--- src/rtl/i2cm_pkg.sv ---
`default_nettype none
package i2cm_pkg;

	typedef enum logic [4:0] {
		P_IDLE, P_ST_D1, P_ST_W, P_ST_D2, P_ST_D3, P_ST_D4,
		P_WB_D1, P_WB_W, P_WB_D2, P_WA_D1, P_WA_W, P_WA_D2, P_WA_D3,
		P_RB_D1, P_RB_W, P_RB_D2, P_RA_D1, P_RA_W, P_RA_D2, P_RA_D3,
		P_SP_D1, P_SP_W, P_SP_D2, P_SP_D3
	} phase_t;

	typedef enum logic [2:0] {
		G_START1, G_ADDR1, G_REGHI, G_REGLO, G_START2, G_ADDR2, G_DATA
	} stage_t;

	localparam logic [1:0] ACT_TICK  = 2'd0;
	localparam logic [1:0] ACT_BEGIN = 2'd1;
	localparam logic [1:0] ACT_LOAD  = 2'd2;

	localparam logic [1:0] MODE_WR     = 2'd0;
	localparam logic [1:0] MODE_RD     = 2'd1;
	localparam logic [1:0] MODE_REG_RD = 2'd3;

	localparam logic [1:0] ST_OK      = 2'd0;
	localparam logic [1:0] ST_TIMEOUT = 2'd1;
	localparam logic [1:0] ST_IO      = 2'd2;

	localparam logic [1:0] CFG_HALF    = 2'd0;
	localparam logic [1:0] CFG_STRETCH = 2'd1;

	localparam logic [7:0]  HALF_RESET    = 8'd2;
	localparam logic [15:0] STRETCH_RESET = 16'd1000;

	typedef struct packed {
		logic       scl_low;
		logic       sda_low;
		logic       busy;
		logic       rx_valid;
		logic [7:0] rx_byte;
		logic       rx_last;
		logic       done;
		logic [1:0] status;
	} res_t;

endpackage
`default_nettype wire

--- src/rtl/i2cm_ram.sv ---
`default_nettype none
module i2cm_ram #(
	parameter int WIDTH = 8,
	parameter int DEPTH = 64
) (
	input  wire                                    clk,
	input  wire                                    we,
	input  wire [((DEPTH > 1) ? $clog2(DEPTH) : 1)-1:0] waddr,
	input  wire [WIDTH-1:0]                        wdata,
	input  wire [((DEPTH > 1) ? $clog2(DEPTH) : 1)-1:0] raddr,
	output logic [WIDTH-1:0]                       rdata
);
	logic [WIDTH-1:0] mem [DEPTH];

	always_ff @(posedge clk) begin
		if (we) begin
			mem[waddr] <= wdata;
		end
		rdata <= mem[raddr];
	end
endmodule
`default_nettype wire

--- src/rtl/i2cm_core.sv ---
`default_nettype none
module i2cm_core #(
	parameter int MAX_BYTES = 64
) (
	input  wire               clk,
	input  wire               arst_n,
	input  wire               acc,
	input  wire [1:0]         action,
	input  wire [1:0]         mode,
	input  wire [6:0]         slave_addr,
	input  wire [15:0]        reg_addr,
	input  wire [6:0]         length,
	input  wire [7:0]         data_byte,
	input  wire               scl_in,
	input  wire               sda_in,
	input  wire               cfg_we,
	input  wire [1:0]         cfg_index,
	input  wire [15:0]        cfg_data,
	output i2cm_pkg::res_t    res
);
	import i2cm_pkg::*;

	localparam int AW = (MAX_BYTES > 1) ? $clog2(MAX_BYTES) : 1;
	localparam int FW = $clog2(MAX_BYTES + 1);

	phase_t phase_q, phase_d;
	stage_t stage_q, stage_d;
	logic [FW-1:0] fill_q, fill_d;
	logic [6:0]  bi_q, bi_d;
	logic [3:0]  bit_q, bit_d;
	logic [7:0]  shift_q, shift_d;
	logic [7:0]  dly_q, dly_d;
	logic [15:0] str_q, str_d;
	logic [1:0]  mode_q, mode_d;
	logic [6:0]  dev_q, dev_d;
	logic [15:0] reg_q, reg_d;
	logic [6:0]  len_q, len_d;
	logic [7:0]  half_q;
	logic [15:0] tmo_q;
	logic        ack_q, ack_d, scl_q, scl_d, sda_q, sda_d;
	logic [1:0]  pend_q, pend_d;

	logic          we;
	logic [7:0]    rdata;
	logic [AW-1:0] raddr;
	logic [7:0]    h;

	// Next data byte prefetch: stage is fixed through the ACK half, so the
	// registered read is settled by the time the byte is needed.
	assign raddr = (stage_q == G_DATA) ? AW'(bi_q + 7'd1) : '0;
	assign h     = (half_q == 8'd0) ? 8'd2 : half_q;

	i2cm_ram #(.WIDTH(8), .DEPTH(MAX_BYTES)) u_buf (
		.clk   (clk),
		.we    (we),
		.waddr (AW'(fill_q)),
		.wdata (data_byte),
		.raddr (raddr),
		.rdata (rdata)
	);

	always_comb begin
		logic       cmp, f_dn, f_wr, f_stop, f_start, f_delay, f_wait, f_fin, f_aw, f_to;
		logic [7:0] wb, a;
		stage_t     wg, sg;
		phase_t     dph, wph;
		logic [1:0] scode, fcode;

		phase_d = phase_q; stage_d = stage_q; fill_d = fill_q; bi_d = bi_q;
		bit_d = bit_q; shift_d = shift_q; dly_d = dly_q; str_d = str_q;
		mode_d = mode_q; dev_d = dev_q; reg_d = reg_q; len_d = len_q;
		ack_d = ack_q; scl_d = scl_q; sda_d = sda_q; pend_d = pend_q;
		we = 1'b0;
		res = '0;
		cmp = 1'b0; f_dn = 1'b0; f_wr = 1'b0; f_stop = 1'b0; f_start = 1'b0;
		f_delay = 1'b0; f_wait = 1'b0; f_fin = 1'b0; f_aw = 1'b0; f_to = 1'b0;
		wb = '0; wg = G_DATA; sg = G_START1; dph = P_IDLE; wph = P_IDLE;
		scode = ST_OK; fcode = ST_OK;
		a = {dev_q, 1'b0};

		if (acc) begin
			if (action == ACT_TICK) begin
				unique case (phase_q)
					P_IDLE: ;
					P_ST_W, P_WB_W, P_WA_W, P_RB_W, P_RA_W, P_SP_W: begin
						if (scl_in) begin
							cmp = 1'b1;
						end else begin
							if (str_q != 16'hFFFF) str_d = str_q + 16'd1;
							if (str_d >= tmo_q) f_to = 1'b1;
						end
					end
					default: begin
						dly_d = dly_q + 8'd1;
						if (dly_d >= h) cmp = 1'b1;
					end
				endcase
			end else if (action == ACT_BEGIN && phase_q == P_IDLE) begin
				mode_d = mode; dev_d = slave_addr; reg_d = reg_addr;
				len_d  = (32'(length) > MAX_BYTES) ? 7'(MAX_BYTES) : length;
				fill_d = '0; bi_d = '0; pend_d = ST_OK;
				f_start = 1'b1; sg = G_START1;
			end else if (action == ACT_LOAD && phase_q == P_IDLE
					&& 32'(fill_q) < MAX_BYTES) begin
				we = 1'b1;
				fill_d = fill_q + FW'(1);
			end
		end

		if (f_to) begin
			unique case (phase_q)
				P_ST_W:         begin f_fin = 1'b1; fcode = ST_TIMEOUT; end
				P_WB_W, P_WA_W: begin f_stop = 1'b1; scode = ST_IO; end
				P_RB_W, P_RA_W: begin f_stop = 1'b1; scode = ST_TIMEOUT; end
				default:        begin f_fin = 1'b1; fcode = pend_q; end
			endcase
		end

		if (cmp) begin
			unique case (phase_q)
				P_ST_D1: begin f_wait = 1'b1; wph = P_ST_W; end
				P_ST_W:  begin f_delay = 1'b1; dph = P_ST_D2; end
				P_ST_D2: begin sda_d = 1'b1; f_delay = 1'b1; dph = P_ST_D3; end
				P_ST_D3: begin scl_d = 1'b1; f_delay = 1'b1; dph = P_ST_D4; end
				P_ST_D4: begin
					f_wr = 1'b1;
					if (stage_q == G_START1) begin
						wb = (mode_q == MODE_RD) ? (a | 8'h01) : a;
						wg = G_ADDR1;
					end else begin
						wb = a | 8'h01;
						wg = G_ADDR2;
					end
				end
				P_WB_D1: begin f_wait = 1'b1; wph = P_WB_W; end
				P_WB_W:  begin f_delay = 1'b1; dph = P_WB_D2; end
				P_WB_D2: begin
					scl_d = 1'b1;
					bit_d = bit_q + 4'd1;
					f_delay = 1'b1;
					if (bit_d < 4'd8) begin
						sda_d = ~shift_q[7];
						shift_d = {shift_q[6:0], 1'b0};
						dph = P_WB_D1;
					end else begin
						sda_d = 1'b0;
						dph = P_WA_D1;
					end
				end
				P_WA_D1: begin f_wait = 1'b1; wph = P_WA_W; end
				P_WA_W:  begin f_delay = 1'b1; dph = P_WA_D2; end
				P_WA_D2: begin
					ack_d = ~sda_in; scl_d = 1'b1; f_delay = 1'b1; dph = P_WA_D3;
				end
				P_WA_D3: begin
					if (ack_q) f_aw = 1'b1;
					else begin f_stop = 1'b1; scode = ST_IO; end
				end
				P_RB_D1: begin f_wait = 1'b1; wph = P_RB_W; end
				P_RB_W:  begin f_delay = 1'b1; dph = P_RB_D2; end
				P_RB_D2: begin
					shift_d = {shift_q[6:0], sda_in};
					scl_d = 1'b1;
					bit_d = bit_q + 4'd1;
					f_delay = 1'b1;
					if (bit_d < 4'd8) dph = P_RB_D1;
					else begin
						sda_d = ({1'b0, bi_q} + 8'd1) < {1'b0, len_q};
						dph = P_RA_D1;
					end
				end
				P_RA_D1: begin f_wait = 1'b1; wph = P_RA_W; end
				P_RA_W:  begin f_delay = 1'b1; dph = P_RA_D2; end
				P_RA_D2: begin scl_d = 1'b1; f_delay = 1'b1; dph = P_RA_D3; end
				P_RA_D3: begin
					sda_d = 1'b0;
					res.rx_valid = 1'b1;
					res.rx_byte  = shift_q;
					res.rx_last  = ({1'b0, bi_q} + 8'd1) >= {1'b0, len_q};
					bi_d = bi_q + 7'd1;
					f_dn = 1'b1;
				end
				P_SP_D1: begin f_wait = 1'b1; wph = P_SP_W; end
				P_SP_W:  begin f_delay = 1'b1; dph = P_SP_D2; end
				P_SP_D2: begin sda_d = 1'b0; f_delay = 1'b1; dph = P_SP_D3; end
				P_SP_D3: begin f_fin = 1'b1; fcode = pend_q; end
				default: phase_d = P_IDLE;
			endcase
		end

		if (f_aw) begin
			unique case (stage_q)
				G_ADDR1: begin
					if (mode_q[1]) begin f_wr = 1'b1; wb = reg_q[15:8]; wg = G_REGHI; end
					else begin bi_d = '0; f_dn = 1'b1; end
				end
				G_REGHI: begin f_wr = 1'b1; wb = reg_q[7:0]; wg = G_REGLO; end
				G_REGLO: begin
					if (mode_q == MODE_REG_RD) begin f_start = 1'b1; sg = G_START2; end
					else begin bi_d = '0; f_dn = 1'b1; end
				end
				G_ADDR2: begin bi_d = '0; f_dn = 1'b1; end
				default: begin bi_d = bi_q + 7'd1; f_dn = 1'b1; end
			endcase
		end

		if (f_dn) begin
			if (bi_d >= len_q) begin
				f_stop = 1'b1; scode = ST_OK;
			end else if (mode_q[0]) begin
				sda_d = 1'b0; shift_d = '0; bit_d = '0; stage_d = G_DATA;
				f_delay = 1'b1; dph = P_RB_D1;
			end else begin
				f_wr = 1'b1; wb = rdata; wg = G_DATA;
			end
		end

		if (f_wr) begin
			stage_d = wg; bit_d = '0; sda_d = ~wb[7];
			shift_d = {wb[6:0], 1'b0};
			f_delay = 1'b1; dph = P_WB_D1;
		end
		if (f_stop) begin
			pend_d = scode; sda_d = 1'b1; f_delay = 1'b1; dph = P_SP_D1;
		end
		if (f_start) begin
			sda_d = 1'b0; stage_d = sg; f_delay = 1'b1; dph = P_ST_D1;
		end
		if (f_delay) begin
			phase_d = dph; dly_d = '0;
		end
		if (f_wait) begin
			scl_d = 1'b0; phase_d = wph; str_d = '0;
		end
		if (f_fin) begin
			phase_d = P_IDLE; res.done = 1'b1; res.status = fcode;
		end

		res.scl_low = scl_d;
		res.sda_low = sda_d;
		res.busy    = (phase_d != P_IDLE);
	end

	always_ff @(posedge clk or negedge arst_n) begin
		if (!arst_n) begin
			phase_q <= P_IDLE; stage_q <= G_START1; fill_q <= '0; bi_q <= '0;
			bit_q <= '0; shift_q <= '0; dly_q <= '0; str_q <= '0;
			mode_q <= '0; dev_q <= '0; reg_q <= '0; len_q <= '0;
			ack_q <= 1'b0; scl_q <= 1'b0; sda_q <= 1'b0; pend_q <= ST_OK;
			half_q <= HALF_RESET; tmo_q <= STRETCH_RESET;
		end else begin
			phase_q <= phase_d; stage_q <= stage_d; fill_q <= fill_d; bi_q <= bi_d;
			bit_q <= bit_d; shift_q <= shift_d; dly_q <= dly_d; str_q <= str_d;
			mode_q <= mode_d; dev_q <= dev_d; reg_q <= reg_d; len_q <= len_d;
			ack_q <= ack_d; scl_q <= scl_d; sda_q <= sda_d; pend_q <= pend_d;
			if (cfg_we && cfg_index == CFG_HALF) half_q <= cfg_data[7:0];
			if (cfg_we && cfg_index == CFG_STRETCH) tmo_q <= cfg_data;
		end
	end
endmodule
`default_nettype wire

--- src/rtl/i2cm_outbuf.sv ---
`default_nettype none
module i2cm_outbuf (
	input  wire            clk,
	input  wire            arst_n,
	input  wire            push,
	input  i2cm_pkg::res_t din,
	output logic           full,
	output logic           out_valid,
	input  wire            out_stall,
	output i2cm_pkg::res_t dout
);
	import i2cm_pkg::*;

	logic ov_q, sv_q, pop;
	res_t od_q, sd_q;

	assign pop       = ov_q && !out_stall;
	assign full      = sv_q;
	assign out_valid = ov_q;
	assign dout      = od_q;

	always_ff @(posedge clk or negedge arst_n) begin
		if (!arst_n) begin
			ov_q <= 1'b0;
			sv_q <= 1'b0;
		end else if (pop) begin
			if (sv_q) begin
				sv_q <= 1'b0;
			end else begin
				ov_q <= push;
			end
		end else if (push) begin
			if (!ov_q) ov_q <= 1'b1;
			else sv_q <= 1'b1;
		end
	end

	always_ff @(posedge clk) begin
		if (pop) begin
			if (sv_q) od_q <= sd_q;
			else od_q <= din;
		end else if (push) begin
			if (!ov_q) od_q <= din;
			else sd_q <= din;
		end
	end
endmodule
`default_nettype wire

--- src/rtl/i2c_master_transaction_engine.sv ---
`default_nettype none
// Open-drain I2C master. Load write bytes (action 2), then begin (action 1) a
// plain write, plain read, register write or register read with repeated
// START; tick beats (action 0) carry the sampled SCL/SDA and step the bus time
// base. Every accepted beat yields exactly one result beat holding the line
// drives, busy, any received byte and any completion status. One beat is taken
// per clock unless stalled: the state update is a single step and a two-entry
// output skid lets input continue while one result waits. Write data lives in
// a MAX_BYTES x 8 RAM with registered read; the next data byte is prefetched
// during the ACK half of the previous byte. The buffer needs no clearing after
// reset. Config (index 0 half period ticks, 1 stretch timeout) is for the user
// to write only while idle (not enforced); cfg_ready is always high.
module i2c_master_transaction_engine #(
	parameter int MAX_BYTES = 64
) (
	input  wire        clk,
	input  wire        arst_n,
	input  wire        in_valid,
	output logic       in_stall,
	input  wire [1:0]  action,
	input  wire [1:0]  mode,
	input  wire [6:0]  slave_addr,
	input  wire [15:0] reg_addr,
	input  wire [6:0]  length,
	input  wire [7:0]  data_byte,
	input  wire        scl_in,
	input  wire        sda_in,
	output logic       out_valid,
	input  wire        out_stall,
	output logic       scl_low,
	output logic       sda_low,
	output logic       busy_res,
	output logic       rx_valid,
	output logic [7:0] rx_byte,
	output logic       rx_last,
	output logic       done_res,
	output logic [1:0] status,
	input  wire        cfg_valid,
	output logic       cfg_ready,
	input  wire [1:0]  cfg_index,
	input  wire [15:0] cfg_data
);
	import i2cm_pkg::*;

	logic acc, full;
	res_t res, ores;

	assign in_stall  = full;
	assign acc       = in_valid && !full;
	assign cfg_ready = 1'b1;

	i2cm_core #(.MAX_BYTES(MAX_BYTES)) u_core (
		.clk        (clk),
		.arst_n     (arst_n),
		.acc        (acc),
		.action     (action),
		.mode       (mode),
		.slave_addr (slave_addr),
		.reg_addr   (reg_addr),
		.length     (length),
		.data_byte  (data_byte),
		.scl_in     (scl_in),
		.sda_in     (sda_in),
		.cfg_we     (cfg_valid),
		.cfg_index  (cfg_index),
		.cfg_data   (cfg_data),
		.res        (res)
	);

	i2cm_outbuf u_out (
		.clk       (clk),
		.arst_n    (arst_n),
		.push      (acc),
		.din       (res),
		.full      (full),
		.out_valid (out_valid),
		.out_stall (out_stall),
		.dout      (ores)
	);

	assign scl_low  = ores.scl_low;
	assign sda_low  = ores.sda_low;
	assign busy_res = ores.busy;
	assign rx_valid = ores.rx_valid;
	assign rx_byte  = ores.rx_byte;
	assign rx_last  = ores.rx_last;
	assign done_res = ores.done;
	assign status   = ores.status;
endmodule
`default_nettype wire

--- config.mk ---
export PLATFORM = sky130hd
export DESIGN_NAME = i2c_master_transaction_engine
export DESIGN_NICKNAME = d
export VERILOG_FILES = /design/src/rtl/i2cm_pkg.sv /design/src/rtl/i2cm_ram.sv /design/src/rtl/i2cm_core.sv /design/src/rtl/i2cm_outbuf.sv /design/src/rtl/i2c_master_transaction_engine.sv
export SDC_FILE = /design/constraint.sdc
export NUM_CORES = 1
export LEC_CHECK = 0
export ABC_CLOCK_PERIOD_IN_PS = 11560
export BUFFER_PORTS_ARGS = -buffer_cell sky130_fd_sc_hd__buf_2
export CORE_MARGIN = 8
export CORE_UTILIZATION = 45
export DETAILED_ROUTE_END_ITERATION = 16
export PLACE_DENSITY = 0.67
export SLEW_MARGIN = 10
export SYNTH_ARGS = -nofsm -noshare
export SYNTH_HDL_FRONTEND = slang
export SYNTH_SLANG_ARGS = --single-unit
--- constraint.sdc ---
create_clock -name clk -period 11.56 [get_ports clk]
set_input_delay 2.312 -clock clk [delete_from_list [all_inputs] [get_ports clk]]
set_output_delay 2.312 -clock clk [all_outputs]
set_load 0.1 [all_outputs]
==> out/results.ini <==
[clocking]
cts_tree=done
clock-sinks=673
cts.clk_slew.worst_paths_ns=0.06
holdBufCountCts=0
post_cts_buffers=0
clockRootBuffer=clkbuf_16
cts_buffers=71
clock_path_buffers=3
cts_resized=0
clk_latency_ns=0.62
htree_levels=3

[final_layout]
fillCellCount=5402
layout-drive-gt1-share=0.143
layout.nets=2340
final_cells=3139
area_growth_pct=12.0
diodes=0

[synthesis]
syn_avg_cell_area_um2=13.5
yosys_warnings=0
synth_top_area_share=0.559
synth_edf_count=544
synth_area_mm2=0.0292
synthTopCellsByCount=edfxtp_1, nand2_1, nor2_1, o21ai_0, dfrtp_1
ys_top_cells_by_area=edfxtp_1, dfrtp_1, mux4_2
yosysUniqueCellTypes=85
seq_area_frac_synth=0.668
synth_xor_area_frac=0.0114
synth-compound-area-share=0.115
synth.area.mux_share=0.0690
synthArstFlopShare=0.180
synth_top_family_by_area=compound AO/OA/AOI/OAI gates
yosysTopAreaCell=edfxtp_1
syn_nets=2278
ys_seq_elements=673
post-synth-top-count-cell=edfxtp_1
yosys.area_share.simple=0.0944
yosys.area_share.adder=0.0184
synthCells=2168
yosys_most_used_dff=edfxtp_1

[floorplan]
start_util=0.454
die_w_um=271
design.die.area_mm2=0.0734
die_y_um=271
design.core.area_mm2=0.0643
ios=86
rows=93

[critical_path]
cpMaxStageDelayCell=or4b_4
worst_setup_path_end_kind=register
rrSetupSlack_ns=4.87
crit_arrival_ns=7.45
required_ns=11.90
slowest_delay_ns=0.59
rr_endpoint=u_out.dout[13]
crit_path_start=action[1]
reg2reg_depth=26
reg2reg_from=u_core.dly_q[0]
critPathCapture=u_out.dout[13]
worst-path-stages=21
critPathBufInv=3
critPathMaxFanout=20
start_kind=input pin
path_class=input pin to register
cp_cell_sequence=buf_2 -> or4b_4 -> nor4_4 -> o21a_1 -> nor2_1 -> buf_4 -> nor4_1 -> buf_4 -> a21oi_1 -> o21ai_0 -> ha_1 -> a21o_1 -> a21o_1 -> a221o_1 -> a21bo_2 -> a22oi_1 -> or2_1 -> nor4_1 -> a21oi_1 -> and4bb_1 -> a31oi_1
crit_family=simple AND/OR/NAND/NOR gates

[grt]
antenna_found_initial=0
grt_util_all_layers=0.193
grt_max_degree=85
grt_overflow=0
grt_pass1_vias=18865
grt_pass1_wl_um=112000

[pwr]
pwr_density_cell_mw_per_mm2=188
peakVddDrop_mv=0.103
p_leak_nw=11.9

[sta]
setup_viol=0
period_minus_slack_ns=7.11
worstMarginPinSlew_ns=1.25
final_max_slew_viol_count=0
relSlewSlack=0.167
finalCritPeriodShare=0.615
clock_skew_ns=0.0365
max_freq_ghz=0.141
fin_tns_setup_ns=0
rsz0062_at_grt=false
hold_viol_final=0

[route]
drtPass1Iterations=8
via_per_inst=5.96
drc=0
drtAntennaViolNets=0
wl_per_cell_um=23.2
initialDrtViolationCount=1830
num_vias=18705
drt_wl_total_um=72700

[place]
place_inst=3012
numPortBuffers=84
dp.final_hpwl_um=45500
place_congestion=0.890

[worst_hold_path]
hp-start=u_core.dev_q[0]
hp-class=register to register

[job]
maxCapViolations=0

[run_status]
status=finished clean

-- stage by stage --
| stage | hold WS (ns) | setup WS, ns | instance area (um2) | total power [mW] | util |
|---|---|---|---|---|---|
| finish | 0.483 | 4.45 | 32700 | 6.16 | 0.509 |
| floorplan | 0.446 | 4.75 | 29200 | 3.65 | - |
| global placement | 0.467 | 3.96 | 30500 | 3.97 | 0.474 |
| global route | 0.493 | 4.08 | 32700 | 6.38 | 0.509 |
| CTS | 0.482 | 4.49 | 32700 | 6.19 | 0.509 |
| detailed placement | 0.462 | 3.84 | 30500 | 3.99 | 0.474 |
-- logic make-up (layout without fill, tap and decap cells) --
family / after synthesis / after routing
simple gates: 584 / 584
compound gates: 503 / 503
buf+inv: 175 / 291
xor+xnor: 38 / 38
flops: 673 / 673
other cells: 1 / 1
fa+ha+maj: 43 / 43
mux: 151 / 151
-- layout make-up --
cell class | count | area [um2] | share of cell area
flip-flops and latches | 673 | 19500 | 0.597
clock buffers | 93 | 1910 | 0.0584
clock inverters | 34 | 344 | 0.0105
repair buffers | 114 | 648 | 0.0198
inverters | 50 | 188 | 0.00573
multi-input cells | 1320 | 9040 | 0.276
well taps | 855 | 1070 | 0.0327
-- cells in the final DEF, fill, tap and decap left out, types with 34 or more instances in the layout --
cell type / Yosys / final
a21oi_1: 80 / 80
dfrtp_1: 114 / 113
clkbuf_16: 0 / 72
mux2i_1: 80 / 80
or3_1: 39 / 39
nand2_1: 217 / 216
a211oi_1: 40 / 40
mux2_2: 34 / 34
o221ai_1: 55 / 55
buf_2: 18 / 83
ha_1: 43 / 42
inv_1: 45 / 45
mux4_2: 37 / 37
nor2_1: 155 / 155
edfxtp_1: 544 / 544
o21ai_0: 150 / 150
-- worst min-delay path by stage --
| stage | endpoint | slack [ns] | cells past startpoint |
|---|---|---|---|
| 2_1_floorplan | u_core.reg_q[0] | 0.45 | 2 |
| 3_3_place_gp | u_core.reg_q[5] | 0.47 | 2 |
| 3_5_place_dp | u_core.reg_q[5] | 0.46 | 2 |
| 4_1_cts | u_core.dev_q[0] | 0.48 | 2 |
| 5_1_grt | u_core.dev_q[0] | 0.49 | 2 |
| 6_report | u_core.dev_q[0] | 0.48 | 2 |
-- registers in the layout, indices dropped and copies added, names as in the netlist, 7 cells and up --
register / flops
u_core.len_q: 7
u_core.bi_q: 7
u_core.half_q: 8
u_core.tmo_q: 16
u_core.u_buf.rdata: 8
u_core.fill_q: 7
u_core.str_q: 16
u_core.dev_q: 7
u_core.dly_q: 8
u_out.dout: 16
u_core.u_buf.mem: 512
u_out.sd_q: 16
u_core.shift_q: 8
u_core.reg_q: 16
-- tightest hold or removal path, delay by kind of cell, from the launching register on --
family / cells / cell delay [ns]
flip-flops: 1 / 0.34
AND/OR/NAND/NOR: 2 / 0.11
-- report_power, final --
group	internal, mW	switching, mW	leakage, nW
registers	2.72	0.127	6.53
logic	0.334	0.768	4.23
clock network	1.25	0.955	1.09
total	4.31	1.85	11.9
-- routing by layer --
layer | vias up | track usage | part of all wire
li1 | 8434 | - | -
met1 | 9385 | 0.256 | 0.42
met2 | 743 | 0.316 | 0.48
met3 | 143 | 0.0340 | 0.071
met4 | 0 | 0.0695 | 0.030
met5 | - | 0 | 0
(Power assumes the default switching activity.)
